==> src/design/drbl_pkg.sv <==
package drbl_pkg;

   localparam int unsigned NUM_BANKS = 16;
   localparam int unsigned BANK_BITS = 4;
   localparam int unsigned ROW_BYTES = 1024;
   localparam logic [3:0] ROW_LOG2 = 4'd10;

   localparam int unsigned ADDR_W = 48;
   localparam int unsigned ROW_W = ADDR_W - BANK_BITS;
   localparam int unsigned CNT_W = 48;
   localparam int unsigned LAT_W = 8;

   localparam logic [LAT_W-1:0] T_ACT = 8'd45;
   localparam logic [LAT_W-1:0] T_CAS = 8'd45;
   localparam logic [LAT_W-1:0] T_PRE = 8'd45;
   localparam logic [LAT_W-1:0] T_BUS = 8'd10;
   localparam logic [LAT_W-1:0] T_FIXED = 8'd100;

   localparam logic [LAT_W-1:0] LAT_HIT = T_CAS + T_BUS;
   localparam logic [LAT_W-1:0] LAT_EMPTY = T_ACT + T_CAS + T_BUS;
   localparam logic [LAT_W-1:0] LAT_CONFLICT = T_PRE + T_ACT + T_CAS + T_BUS;

   typedef enum logic [2:0] {
      OUT_HIT      = 3'd0,
      OUT_EMPTY    = 3'd1,
      OUT_CONFLICT = 3'd2,
      OUT_CLOSED   = 3'd3,
      OUT_FIXED    = 3'd4
   } outcome_type;

   typedef enum logic [1:0] {
      CSR_FIXED_MODE = 2'd0,
      CSR_CLOSE_PAGE = 2'd1,
      CSR_LINE_LOG2  = 2'd2
   } csr_index_type;

endpackage

==> src/design/dram_row_buffer_latency_unit.sv <==
// An accepted request passes through the input register and then the result
// register, whose output drives rsp_valid.
// Throughput: one request per cycle unless rsp_stall holds back a result; the bank table and counters are read and
// updated in the single pass between the two registers.
// Reset (synchronous): clears pipeline valids, bank valid bits and all counters,
// and sets the mode registers to open page, no fixed latency, 64-byte lines.
module dram_row_buffer_latency_unit (
   input  logic        clock,
   input  logic        reset,

   input  logic        req_valid,
   output logic        req_stall,
   input  logic [47:0] req_line_address,
   input  logic        req_is_write,

   output logic        rsp_valid,
   input  logic        rsp_stall,
   output logic [7:0]  rsp_latency,
   output logic [2:0]  rsp_outcome,
   output logic [47:0] rsp_reads_so_far,
   output logic [47:0] rsp_writes_so_far,
   output logic [47:0] rsp_read_delay_sum,
   output logic [47:0] rsp_write_delay_sum,

   input  logic        psel,
   input  logic        penable,
   input  logic        pwrite,
   input  logic [3:0]  paddr,
   input  logic [31:0] pwdata,
   output logic [31:0] prdata,
   output logic        pready
);

   function automatic logic [drbl_pkg::CNT_W-1:0] sat_add(
      input logic [drbl_pkg::CNT_W-1:0] a,
      input logic [drbl_pkg::LAT_W-1:0] b
   );
      logic [drbl_pkg::CNT_W:0] s;
      s = {1'b0, a} + {{(drbl_pkg::CNT_W + 1 - drbl_pkg::LAT_W){1'b0}}, b};
      return s[drbl_pkg::CNT_W] ? {drbl_pkg::CNT_W{1'b1}} : s[drbl_pkg::CNT_W-1:0];
   endfunction

   // configuration registers
   logic       fixed_mode_ff;
   logic       close_page_ff;
   logic [3:0] line_log2_ff;
   logic       csr_write;

   // input stage
   logic                         s1_valid_ff, s1_valid_in;
   logic [drbl_pkg::ADDR_W-1:0]  s1_addr_ff;
   logic                         s1_wr_ff;

   // result stage
   logic                         rsp_valid_ff, rsp_valid_in;
   logic [drbl_pkg::LAT_W-1:0]   rsp_latency_ff, rsp_latency_in;
   drbl_pkg::outcome_type        rsp_outcome_ff, rsp_outcome_in;

   // bank state
   logic [drbl_pkg::ROW_W-1:0]     bank_row_ff [drbl_pkg::NUM_BANKS];
   logic [drbl_pkg::NUM_BANKS-1:0] bank_valid_ff;

   logic [drbl_pkg::CNT_W-1:0] read_count_ff, read_count_in;
   logic [drbl_pkg::CNT_W-1:0] write_count_ff, write_count_in;
   logic [drbl_pkg::CNT_W-1:0] read_total_ff, read_total_in;
   logic [drbl_pkg::CNT_W-1:0] write_total_ff, write_total_in;

   logic                         out_free;
   logic                         advance;
   logic                         accept;
   logic [3:0]                   shift_amt;
   logic [drbl_pkg::ADDR_W-1:0]  blk;
   logic [drbl_pkg::BANK_BITS-1:0] bank;
   logic [drbl_pkg::ROW_W-1:0]   row;
   logic                         open_mode;
   logic                         row_load;

   // ---------------- configuration port ----------------
   assign pready = 1'b1;
   assign csr_write = psel && penable && pwrite;

   always_ff @(posedge clock) begin
      if (reset) begin
         fixed_mode_ff <= 1'b0;
         close_page_ff <= 1'b0;
         line_log2_ff <= 4'd6;
      end else if (csr_write) begin
         unique case (paddr[3:2])
            drbl_pkg::CSR_FIXED_MODE: fixed_mode_ff <= pwdata[0];
            drbl_pkg::CSR_CLOSE_PAGE: close_page_ff <= pwdata[0];
            drbl_pkg::CSR_LINE_LOG2: line_log2_ff <= pwdata[3:0];
            default: ;
         endcase
      end
   end

   always_comb begin
      unique case (paddr[3:2])
         drbl_pkg::CSR_FIXED_MODE: prdata = {31'd0, fixed_mode_ff};
         drbl_pkg::CSR_CLOSE_PAGE: prdata = {31'd0, close_page_ff};
         drbl_pkg::CSR_LINE_LOG2: prdata = {28'd0, line_log2_ff};
         default: prdata = 32'd0;
      endcase
   end

   // ---------------- handshake ----------------
   assign out_free = !rsp_valid_ff || !rsp_stall;
   assign advance = s1_valid_ff && out_free;
   assign req_stall = s1_valid_ff && !out_free;
   assign accept = req_valid && !req_stall;

   assign s1_valid_in = accept ? 1'b1 : (advance ? 1'b0 : s1_valid_ff);
   assign rsp_valid_in = advance ? 1'b1 : (out_free ? 1'b0 : rsp_valid_ff);

   always_ff @(posedge clock) begin
      if (reset) begin
         s1_valid_ff <= 1'b0;
         rsp_valid_ff <= 1'b0;
      end else begin
         s1_valid_ff <= s1_valid_in;
         rsp_valid_ff <= rsp_valid_in;
      end
   end

   always_ff @(posedge clock) begin
      if (accept) begin
         s1_addr_ff <= req_line_address;
         s1_wr_ff <= req_is_write;
      end
   end

   // ---------------- row classification ----------------
   // lines per row is a power of two; a line as large as a row maps one line per row
   assign shift_amt = (line_log2_ff >= drbl_pkg::ROW_LOG2) ? 4'd0
                      : drbl_pkg::ROW_LOG2 - line_log2_ff;
   assign blk = s1_addr_ff >> shift_amt;
   assign bank = blk[drbl_pkg::BANK_BITS-1:0];
   assign row = blk[drbl_pkg::ADDR_W-1:drbl_pkg::BANK_BITS];
   assign open_mode = !fixed_mode_ff && !close_page_ff;

   always_comb begin
      row_load = 1'b0;
      if (fixed_mode_ff) begin
         rsp_latency_in = drbl_pkg::T_FIXED;
         rsp_outcome_in = drbl_pkg::OUT_FIXED;
      end else if (close_page_ff) begin
         rsp_latency_in = drbl_pkg::LAT_EMPTY;
         rsp_outcome_in = drbl_pkg::OUT_CLOSED;
      end else if (!bank_valid_ff[bank]) begin
         rsp_latency_in = drbl_pkg::LAT_EMPTY;
         rsp_outcome_in = drbl_pkg::OUT_EMPTY;
         row_load = 1'b1;
      end else if (bank_row_ff[bank] != row) begin
         rsp_latency_in = drbl_pkg::LAT_CONFLICT;
         rsp_outcome_in = drbl_pkg::OUT_CONFLICT;
         row_load = 1'b1;
      end else begin
         rsp_latency_in = drbl_pkg::LAT_HIT;
         rsp_outcome_in = drbl_pkg::OUT_HIT;
      end
   end

   always_ff @(posedge clock) begin
      if (reset) begin
         bank_valid_ff <= '0;
      end else if (advance && open_mode) begin
         bank_valid_ff[bank] <= 1'b1;
      end
   end

   always_ff @(posedge clock) begin
      if (advance && open_mode && row_load) begin
         bank_row_ff[bank] <= row;
      end
   end

   // ---------------- statistics ----------------
   always_comb begin
      read_count_in = read_count_ff;
      write_count_in = write_count_ff;
      read_total_in = read_total_ff;
      write_total_in = write_total_ff;
      if (s1_wr_ff) begin
         write_count_in = sat_add(write_count_ff, 8'd1);
         write_total_in = sat_add(write_total_ff, rsp_latency_in);
      end else begin
         read_count_in = sat_add(read_count_ff, 8'd1);
         read_total_in = sat_add(read_total_ff, rsp_latency_in);
      end
   end

   always_ff @(posedge clock) begin
      if (reset) begin
         read_count_ff <= '0;
         write_count_ff <= '0;
         read_total_ff <= '0;
         write_total_ff <= '0;
      end else if (advance) begin
         read_count_ff <= read_count_in;
         write_count_ff <= write_count_in;
         read_total_ff <= read_total_in;
         write_total_ff <= write_total_in;
      end
   end

   always_ff @(posedge clock) begin
      if (advance) begin
         rsp_latency_ff <= rsp_latency_in;
         rsp_outcome_ff <= rsp_outcome_in;
      end
   end

   // counters only move when a new result loads, so they double as its fields
   assign rsp_valid = rsp_valid_ff;
   assign rsp_latency = rsp_latency_ff;
   assign rsp_outcome = rsp_outcome_ff;
   assign rsp_reads_so_far = read_count_ff;
   assign rsp_writes_so_far = write_count_ff;
   assign rsp_read_delay_sum = read_total_ff;
   assign rsp_write_delay_sum = write_total_ff;

`ifndef SYNTHESIS
   a_valid_sticky: assert property (@(posedge clock) disable iff (reset)
      1'b1 |=> (($past(bank_valid_ff) & ~bank_valid_ff) == '0))
      else $error("bank valid bit cleared outside reset");

   a_banks_idle: assert property (@(posedge clock) disable iff (reset)
      (advance && !open_mode) |=> $stable(bank_valid_ff))
      else $error("bank state changed outside open-page mode");

   a_hit_latency: assert property (@(posedge clock) disable iff (reset)
      (rsp_valid_ff && rsp_outcome_ff == drbl_pkg::OUT_HIT)
         |-> (rsp_latency_ff == drbl_pkg::LAT_HIT))
      else $error("row hit with wrong latency");

   a_accept_loads: assert property (@(posedge clock) disable iff (reset)
      accept |=> s1_valid_ff)
      else $error("accepted request lost at input stage");

   a_empty_after: assert property (@(posedge clock) disable iff (reset)
      (advance && open_mode) |=> bank_valid_ff[$past(bank)])
      else $error("open-page access left its bank invalid");
`endif

endmodule
==> config.mk <==
export PLATFORM = sky130hd
export DESIGN_NAME = dram_row_buffer_latency_unit
export DESIGN_NICKNAME = d
export VERILOG_FILES = /design/src/design/drbl_pkg.sv /design/src/design/dram_row_buffer_latency_unit.sv
export SDC_FILE = /design/constraint.sdc
export NUM_CORES = 1
export LEC_CHECK = 0
export ABC_AREA = 1
export BUFFER_PORTS_ARGS = -buffer_cell sky130_fd_sc_hd__buf_2
export CAP_MARGIN = 20
export CORE_ASPECT_RATIO = 0.5
export CORE_MARGIN = 4
export CORE_UTILIZATION = 60
export DETAILED_ROUTE_END_ITERATION = 6
export PLACE_DENSITY = 0.79
export SYNTH_ARGS = -nofsm -noshare
export SYNTH_HDL_FRONTEND = slang
export SYNTH_SLANG_ARGS = --single-unit
export TNS_END_PERCENT = 50
==> constraint.sdc <==
create_clock -name clock -period 10.9 [get_ports clock]
set_input_delay 2.18 -clock clock [delete_from_list [all_inputs] [get_ports clock]]
set_output_delay 2.18 -clock clock [all_outputs]
set_load 0.02 [all_outputs]
### Yosys cells after proc, flatten, opt, wreduce, memory -nomap -nowiden

Memories as Yosys holds them, arrays and structs flattened.
Cells that the tools add are included.

| operators by class | value |
|---|---|
| add/sub/neg operators | 5 |
| $lt $le $gt $ge | 3 |
| equality and inequality tests | 3 |
| shifts and indexed selects | 1 |
| muxes and demuxes | 27 |
| bitwise operators | 2 |
| reduce and logical (&&, ||, !) cells | 24 |

Operator list:

| cell | count |
|---|---|
| $mux W48 | 4 |
| $add A48 B1 Y49 const B | 2 |
| $add A48 B8 Y49 | 2 |
| $shr A48 B4 Y48 | 1 |
| $ne A44 B44 Y1 | 1 |
| $mux W8 | 4 |
| $or A16 B16 Y16 | 1 |
| $mux W1 | 12 |
| $pmux W4 S3 | 1 |
| $reduce_and A2 Y1 | 5 |
| $logic_and A1 B1 Y1 | 9 |
| $logic_not A1 Y1 | 6 |
| $mux W2 | 3 |
| $lt A4 B5 Y1 const B | 1 |
| $bmux W1 S4 | 1 |
| $demux W1 S4 | 1 |
| $ge A4 B1 Y1 const B | 1 |
| $ge A4 B4 Y1 const B | 1 |
| $mux W4 | 1 |
| $reduce_bool A2 Y1 | 2 |
| $sub A4 B4 Y4 const A | 1 |
| $eq A2 B1 Y1 const B | 1 |
| $eq A2 B2 Y1 const B | 1 |
| $logic_not A2 Y1 | 1 |
| 2 further kinds | 2 |

| word-level totals | value |
|---|---|
| register bits after elaboration | 276 |
| bits in writable memories | 704 |
| input bits | 92 |
| logic and storage cells | 80 |
| memories | 1 |

Memories:

| name | depth | bits a word | read ports | clocked after Yosys merged registers in | write ports | RTL line | RTL |
|---|---|---|---|---|---|---|---|
| bank_row_ff | 16 | 44 | 1 | 0 | 1 | dram_row_buffer_latency_unit.sv:60 | `logic [drbl_pkg::ROW_W-1:0] bank_row_ff [drbl_pkg::NUM_BANKS];` |

### Depth between registers and ports, before layout

An unclocked memory read counts as a cell.

| depth | value |
|---|---|
| depth in word-level cells | 12 |
| mapped depth | 53 |
| gate-level depth less buffers | 50 |

### Worst setup path after synthesis

No wires, ideal clock.

| timing path | value |
|---|---|
| kind | register to register |
| start | reg line_log2_ff[0] |
| end | reg write_total_ff (netlist bit rsp_write_delay_sum[47]) |
| setup time | 74 ps |
| data arrival time | 6,160 ps |
| required time | 10,826 ps |
| slack | 4,665 ps |
| stages on the path, launching flop included | 43 |
| buffers on the path | 3 |
| cell sequence | dfxtp_1 ha_1 o21ai_1 nand3_4 inv_2 buf_4 buf_2 nand2_1 o21ai_0 inv_1 o21ai_0 nand2_1 o21ai_1 inv_1 o21ai_0 o21bai_1 nand2_1 nand2_1 (+7 left out) ha_1 nand2_1 nand2_1 nand3_1 o21ai_0 nand3_1 nand2_1 nand3_1 nor2_1 inv_1 nor2_1 inv_1 nor3_1 inv_1 nor2_1 inv_1 clkbuf_1 a31oi_1 |

| between the ends | value |
|---|---|
| elaborated cells on any way between the ends | 14 |
| classes of those cells | 2 x add/sub; 1 x order compare; 1 x eq/ne; 1 x shift; 8 x mux; 1 x memory |

RTL lines:

| what | RTL line | RTL |
|---|---|---|
| start, declared | dram_row_buffer_latency_unit.sv:46 | `logic [3:0] line_log2_ff;` |
| start signal, assigned | dram_row_buffer_latency_unit.sv:91 | `drbl_pkg::CSR_LINE_LOG2: line_log2_ff <= pwdata[3:0];` |
| $sub A4 B4 Y4 or $ge A4 B4 Y1 (tied branches) | dram_row_buffer_latency_unit.sv:135, dram_row_buffer_latency_unit.sv:134 |  |
| $mux W4 * | dram_row_buffer_latency_unit.sv:134 | `assign shift_amt = (line_log2_ff >= drbl_pkg::ROW_LOG2) ? 4'd0` |
| $shr A48 B4 Y48 * | dram_row_buffer_latency_unit.sv:136 | `assign blk = s1_addr_ff >> shift_amt;` |
| named net blk (one bit) | dram_row_buffer_latency_unit.sv:72 | `logic [drbl_pkg::ADDR_W-1:0] blk;` |
| $ne A44 B44 Y1 * | dram_row_buffer_latency_unit.sv:153 | `end else if (bank_row_ff[bank] != row) begin` |
| $mux W8 * | dram_row_buffer_latency_unit.sv:153 |  |
| $mux W8 * | dram_row_buffer_latency_unit.sv:149 | `end else if (!bank_valid_ff[bank]) begin` |
| $mux W8 * | dram_row_buffer_latency_unit.sv:146 | `end else if (close_page_ff) begin` |
| $mux W8 * | dram_row_buffer_latency_unit.sv:143 | `if (fixed_mode_ff) begin` |
| named net rsp_latency_in (one bit) | dram_row_buffer_latency_unit.sv:56 | `logic [drbl_pkg::LAT_W-1:0] rsp_latency_ff, rsp_latency_in;` |
| $add A48 B8 Y49 * | dram_row_buffer_latency_unit.sv:39 | `s = {1'b0, a} + {{(drbl_pkg::CNT_W + 1 - drbl_pkg::LAT_W){1'b0}}, b};` |
| $mux W48 * | dram_row_buffer_latency_unit.sv:40 | `return s[drbl_pkg::CNT_W] ? {drbl_pkg::CNT_W{1'b1}} : s[drbl_pkg::CNT_W-1:0];` |
| end signal, assigned | dram_row_buffer_latency_unit.sv:202 | `write_total_ff <= write_total_in;` |
| end, declared | dram_row_buffer_latency_unit.sv:66 | `logic [drbl_pkg::CNT_W-1:0] write_total_ff, write_total_in;` |

The timed path passes the listed nets; every way through them passes the cells marked *. The select of a mux whose other input is x is not followed.
A chain may end at the register's enable or synchronous reset.

### Worst setup path after layout

| timing path | value |
|---|---|
| start | reg line_log2_ff[0] |
| end | reg write_total_ff (netlist bit rsp_write_delay_sum[45]) |

| between the ends | value |
|---|---|
| cells in the longest elaborated chain, start to end | 11 |
| elaborated cells on any way between the ends | 14 |
| classes of those cells | 2 x add/sub; 1 x order compare; 1 x eq/ne; 1 x shift; 8 x mux; 1 x memory |

Ends and longest elaborated chain:

| what | RTL line |
|---|---|
| $sub A4 B4 Y4 or $ge A4 B4 Y1 (tied branches) | dram_row_buffer_latency_unit.sv:135, dram_row_buffer_latency_unit.sv:134 |
| $mux W4 * | dram_row_buffer_latency_unit.sv:134 |
| $shr A48 B4 Y48 * | dram_row_buffer_latency_unit.sv:136 |
| $mem_v2 Z16 W44 | - |
| $ne A44 B44 Y1 | dram_row_buffer_latency_unit.sv:153 |
| $mux W8 | dram_row_buffer_latency_unit.sv:153 |
| $mux W8 * | dram_row_buffer_latency_unit.sv:149 |
| $mux W8 * | dram_row_buffer_latency_unit.sv:146 |
| $mux W8 * | dram_row_buffer_latency_unit.sv:143 |
| named net rsp_latency_in (one bit) | dram_row_buffer_latency_unit.sv:56 |
| $add A48 B8 Y49 * | dram_row_buffer_latency_unit.sv:39 |
| $mux W48 * | dram_row_buffer_latency_unit.sv:40 |

Marked as above.

==> reports/qor.csv <==
stage,metric,value,unit
outcome,result of the run,"finished, final reports clean",
layout,most frequent cells in the layout,"nand2_1, edfxtp_1, inv_1, nor2_1, buf_2",
drt,drt drc,0,
sta,Fin. Hold Viols,0,
power,Int Power,0.006193,W
place,Place WS,1.507,ns
clock_tree,TritonCTS buffer count,86,
power,combinational fraction of design power,15.9,%
place,hpwl dp,75710,um
drt,First-pass DRT Iterations,5,
sta,worst slew pin tran,1.102,ns
power,Switching Fraction,28.02,%
power,Sw Pwr,0.002411,W
worst_setup_path,Crit path max-delay family,simple AND/OR/NAND/NOR gates,
power,Seq pwr share,48.7,%
place,I/O Buffers,269,
sta,fin. max-slew vios,0,
power,worst vdd ir,0.0001157,V
global_route,initial antenna violation count,10,
sta,post-layout minimum cycle time,9.628,ns
global_route,first-pass GRT wire length,193500,um
sta,Worst Skew,0.02263,ns
global_route,gr usage total,29.97,%
floorplanning,Core ar.,77290,um2
global_route,grt total ovfl,0,
sta,fin worst setup slack,1.272,ns
drt,Routed WL,126000,um
worst_setup_path,"Slowest-stage cell, CP",nand2_4,
clock_tree,deepest clock path buffer count,3,
layout,"Area growth, synth to finish",11.03,%
power,Clock power frac,35.4,%
clock_tree,"Setup Fix Bufs, Post-CTS",0,
place,routability cong.,0.9580,
synth,Unique masters post-synth,49,
worst_setup_path,crit start category,flip-flop,
layout,layout cells sized above 1,9.240,%
synth,Ys Warns,0,
worst_setup_path,Crit path top cell by count,nand2_1,
global_route,number of global-route vias before repair,35510,
clock_tree,CTS tree,yes,
sta,Final period util,88.33,%
drt,via count,37550,
worst_setup_path,CP Capture Type,flip-flop,
worst_setup_path,Max stage delay on crit path,0.77,ns
drt,via/cell ratio,5.532,
clock_tree,Post-CTS Resized,0,
worst_setup_path,Worst EP arrival,10.13,ns
drt,wire length per cell,18.56,um
synth,"Primary FF master, synth",edfxtp_1,
synth,"EDFF count, synth",761,
clock_tree,clock sink total,977,
floorplanning,die footprint,82780,um2
floorplanning,Chip Width,402.9,um
clock_tree,htree depth,3,
worst_setup_path,WP buf/inv,7,
power,P per Cell Area,165.6,nW/um2
synth,Synth Cell Area,46790,um2
sta,Max-Slew Margin vs Limit,26.53,%
clock_tree,insertion delay to the later sink of the worst-skew pair,0.66,ns
clock_tree,CTS Hold Bufs,0,
sta,final setup vio count,0,
floorplanning,Initial Utilization,60.53,%
worst_setup_path,CP max FO,100,
synth,Synth Instances,5461,
synth,asr flop ratio synth,0,%
clock_tree,Root Driver,clkbuf_16,
clock_tree,"Reg clk slew, reported paths",0.07,ns
global_route,largest net degree at the start of global routing,196,
power,Pleak,22.34,nW
layout,final net count,5787,
synth,syn_area_per_cell,8.568,um2
sta,setup_tns,0,ns
floorplanning,Ports,330,
worst_setup_path,"Req. time, crit path",11.40,ns
floorplanning,num rows,72,
drt,Final ANT Viol Nets,0,
layout,"most common cell after layout, fill and taps aside",nand2_1,
drt,Starting DRT DRC Count,4455,
sta,Max Fclk,103.9,MHz
synth,Synth Register Bits,977,
floorplanning,Die Ht,205.5,um
min_path,worst min path class,reg -> reg,
synth,"Seq/Total Area, Yosys",58.08,%
sta,RSZ-0062 raised after global routing,no,
run,max cap viols,0,
worst_setup_path,Crit Path Category,reg -> reg,
-- power by group through the flow --
stage	combinational [W]	sequential (W)	clock, W
4_1_cts	0.00134	0.00419	0.00306
5_1_grt	0.00152	0.00419	0.00323
3_3_place_gp	0.00129	0.00427	0
2_1_floorplan	0.000928	0.00428	0
3_5_place_dp	0.00133	0.00427	0
6_report	0.00137	0.00419	0.00304
-- flip-flops by register name (all words and copies together) (netlist names) --
signal and count:
rsp_valid 1, s1_addr_ff 48, rsp_writes_so_far 48, rsp_latency 5, rsp_outcome 3, close_page_ff 1, fixed_mode_ff 1, line_log2_ff 4
s1_valid_ff 1, rsp_reads_so_far 48, bank_valid_ff 16, rsp_read_delay_sum 48, s1_wr_ff 1, rsp_write_delay_sum 48, bank_row_ff 704
-- path summary, 6_finish.rpt --
path                                       start                       to  slack [ns]  cells past startpoint
worst max-delay path             line_log2_ff[0]  rsp_write_delay_sum[45]        1.27                     47
worst min-delay path            bank_valid_ff[5]         bank_valid_ff[5]        0.45                      2
worst max register to register   line_log2_ff[0]  rsp_write_delay_sum[45]        1.27                     47
worst min register to register  bank_valid_ff[5]         bank_valid_ff[5]        0.45                      2
-- logic make-up (layout without fill, tap and decap cells) --
kind of cell / Yosys count / in the layout / share of synthesized area (%)
adder cells (fa/ha/maj): 20 / 20 / 0.5669
buffers and inverters: 1010 / 1268 / 8.851
XOR/XNOR: 109 / 109 / 2.040
AO/OA/AOI/OAI: 606 / 606 / 6.894
other: 2 / 35 / 0.01605
AND/OR/NAND/NOR: 2734 / 2734 / 23.48
multiplexers: 3 / 3 / 0.06418
flip-flops: 977 / 977 / 58.08
-- cell usage after synthesis (13+ instances only) --
cell type,count,share of area [%]
a21oi_1,173,1.9
a31oi_1,56,0.75
buf_2,106,1.1
buf_4,48,0.77
clkbuf_1,75,0.60
dfxtp_1,216,9.2
edfxtp_1,761,49
ha_1,18,0.48
inv_1,754,6.0
nand2_1,2010,16
nand3_1,163,1.7
nand3b_1,13,0.21
nand4_1,41,0.55
nor2_1,331,2.7
nor3_1,89,0.95
nor4_1,39,0.52
o21ai_0,179,1.9
o21ai_1,146,1.6
o21bai_1,24,0.39
or2_2,20,0.27
xnor2_1,38,0.71
xor2_1,71,1.3
-- worst register-to-register path, delay by kind of cell (launching register included) --
kind / cells / cell delay [ns]
AOI/OAI and AO/OA: 5 / 0.79
buffers and inverters: 7 / 1.86
DFF: 1 / 0.66
adders and majority gates: 2 / 0.70
and+or+nand+nor: 32 / 5.27
xor gates and xnor gates: 1 / 0.17
-- through the flow --
| stage | area [um2] | utilization (%) | hold WS [ns] | instances | total power [W] |
|---|---|---|---|---|---|
| 3_5_place_dp | 49110 | 63.54 | 0.4419 | 6618 | 0.005605 |
| 6_report | 51950 | 67.21 | 0.4530 | 6788 | 0.008603 |
| 4_1_cts | 51860 | 67.10 | 0.4527 | 6778 | 0.008595 |
| 5_1_grt | 51940 | 67.20 | 0.4676 | 6785 | 0.008938 |
| 3_3_place_gp | 49090 | 63.51 | 0.4381 | 6617 | 0.005558 |
| 2_1_floorplan | 46890 | - | 0.4301 | 5489 | 0.005206 |
-- layout make-up --
class,instances,area [um2]
clock buffers,115,2332
diodes,5,12.51
fillers,5957,25340
repair buffers,342,2072
inverters,766,2878
clock inverters,45,416.7
flip-flops and latches,977,27180
well taps,1036,1296
multi-input cells,3502,15770
-- metal layers --
layer / GRT usage, % / wire [um] / vias to the layer above
met5: 0 / 44 / -
met1: 39.22 / 48810 / 17550
li1: - / - / 17920
met4: 10.74 / 4301 / 6
met2: 49.20 / 58470 / 1780
met3: 7.298 / 14380 / 302
(Power assumes the default switching activity.)
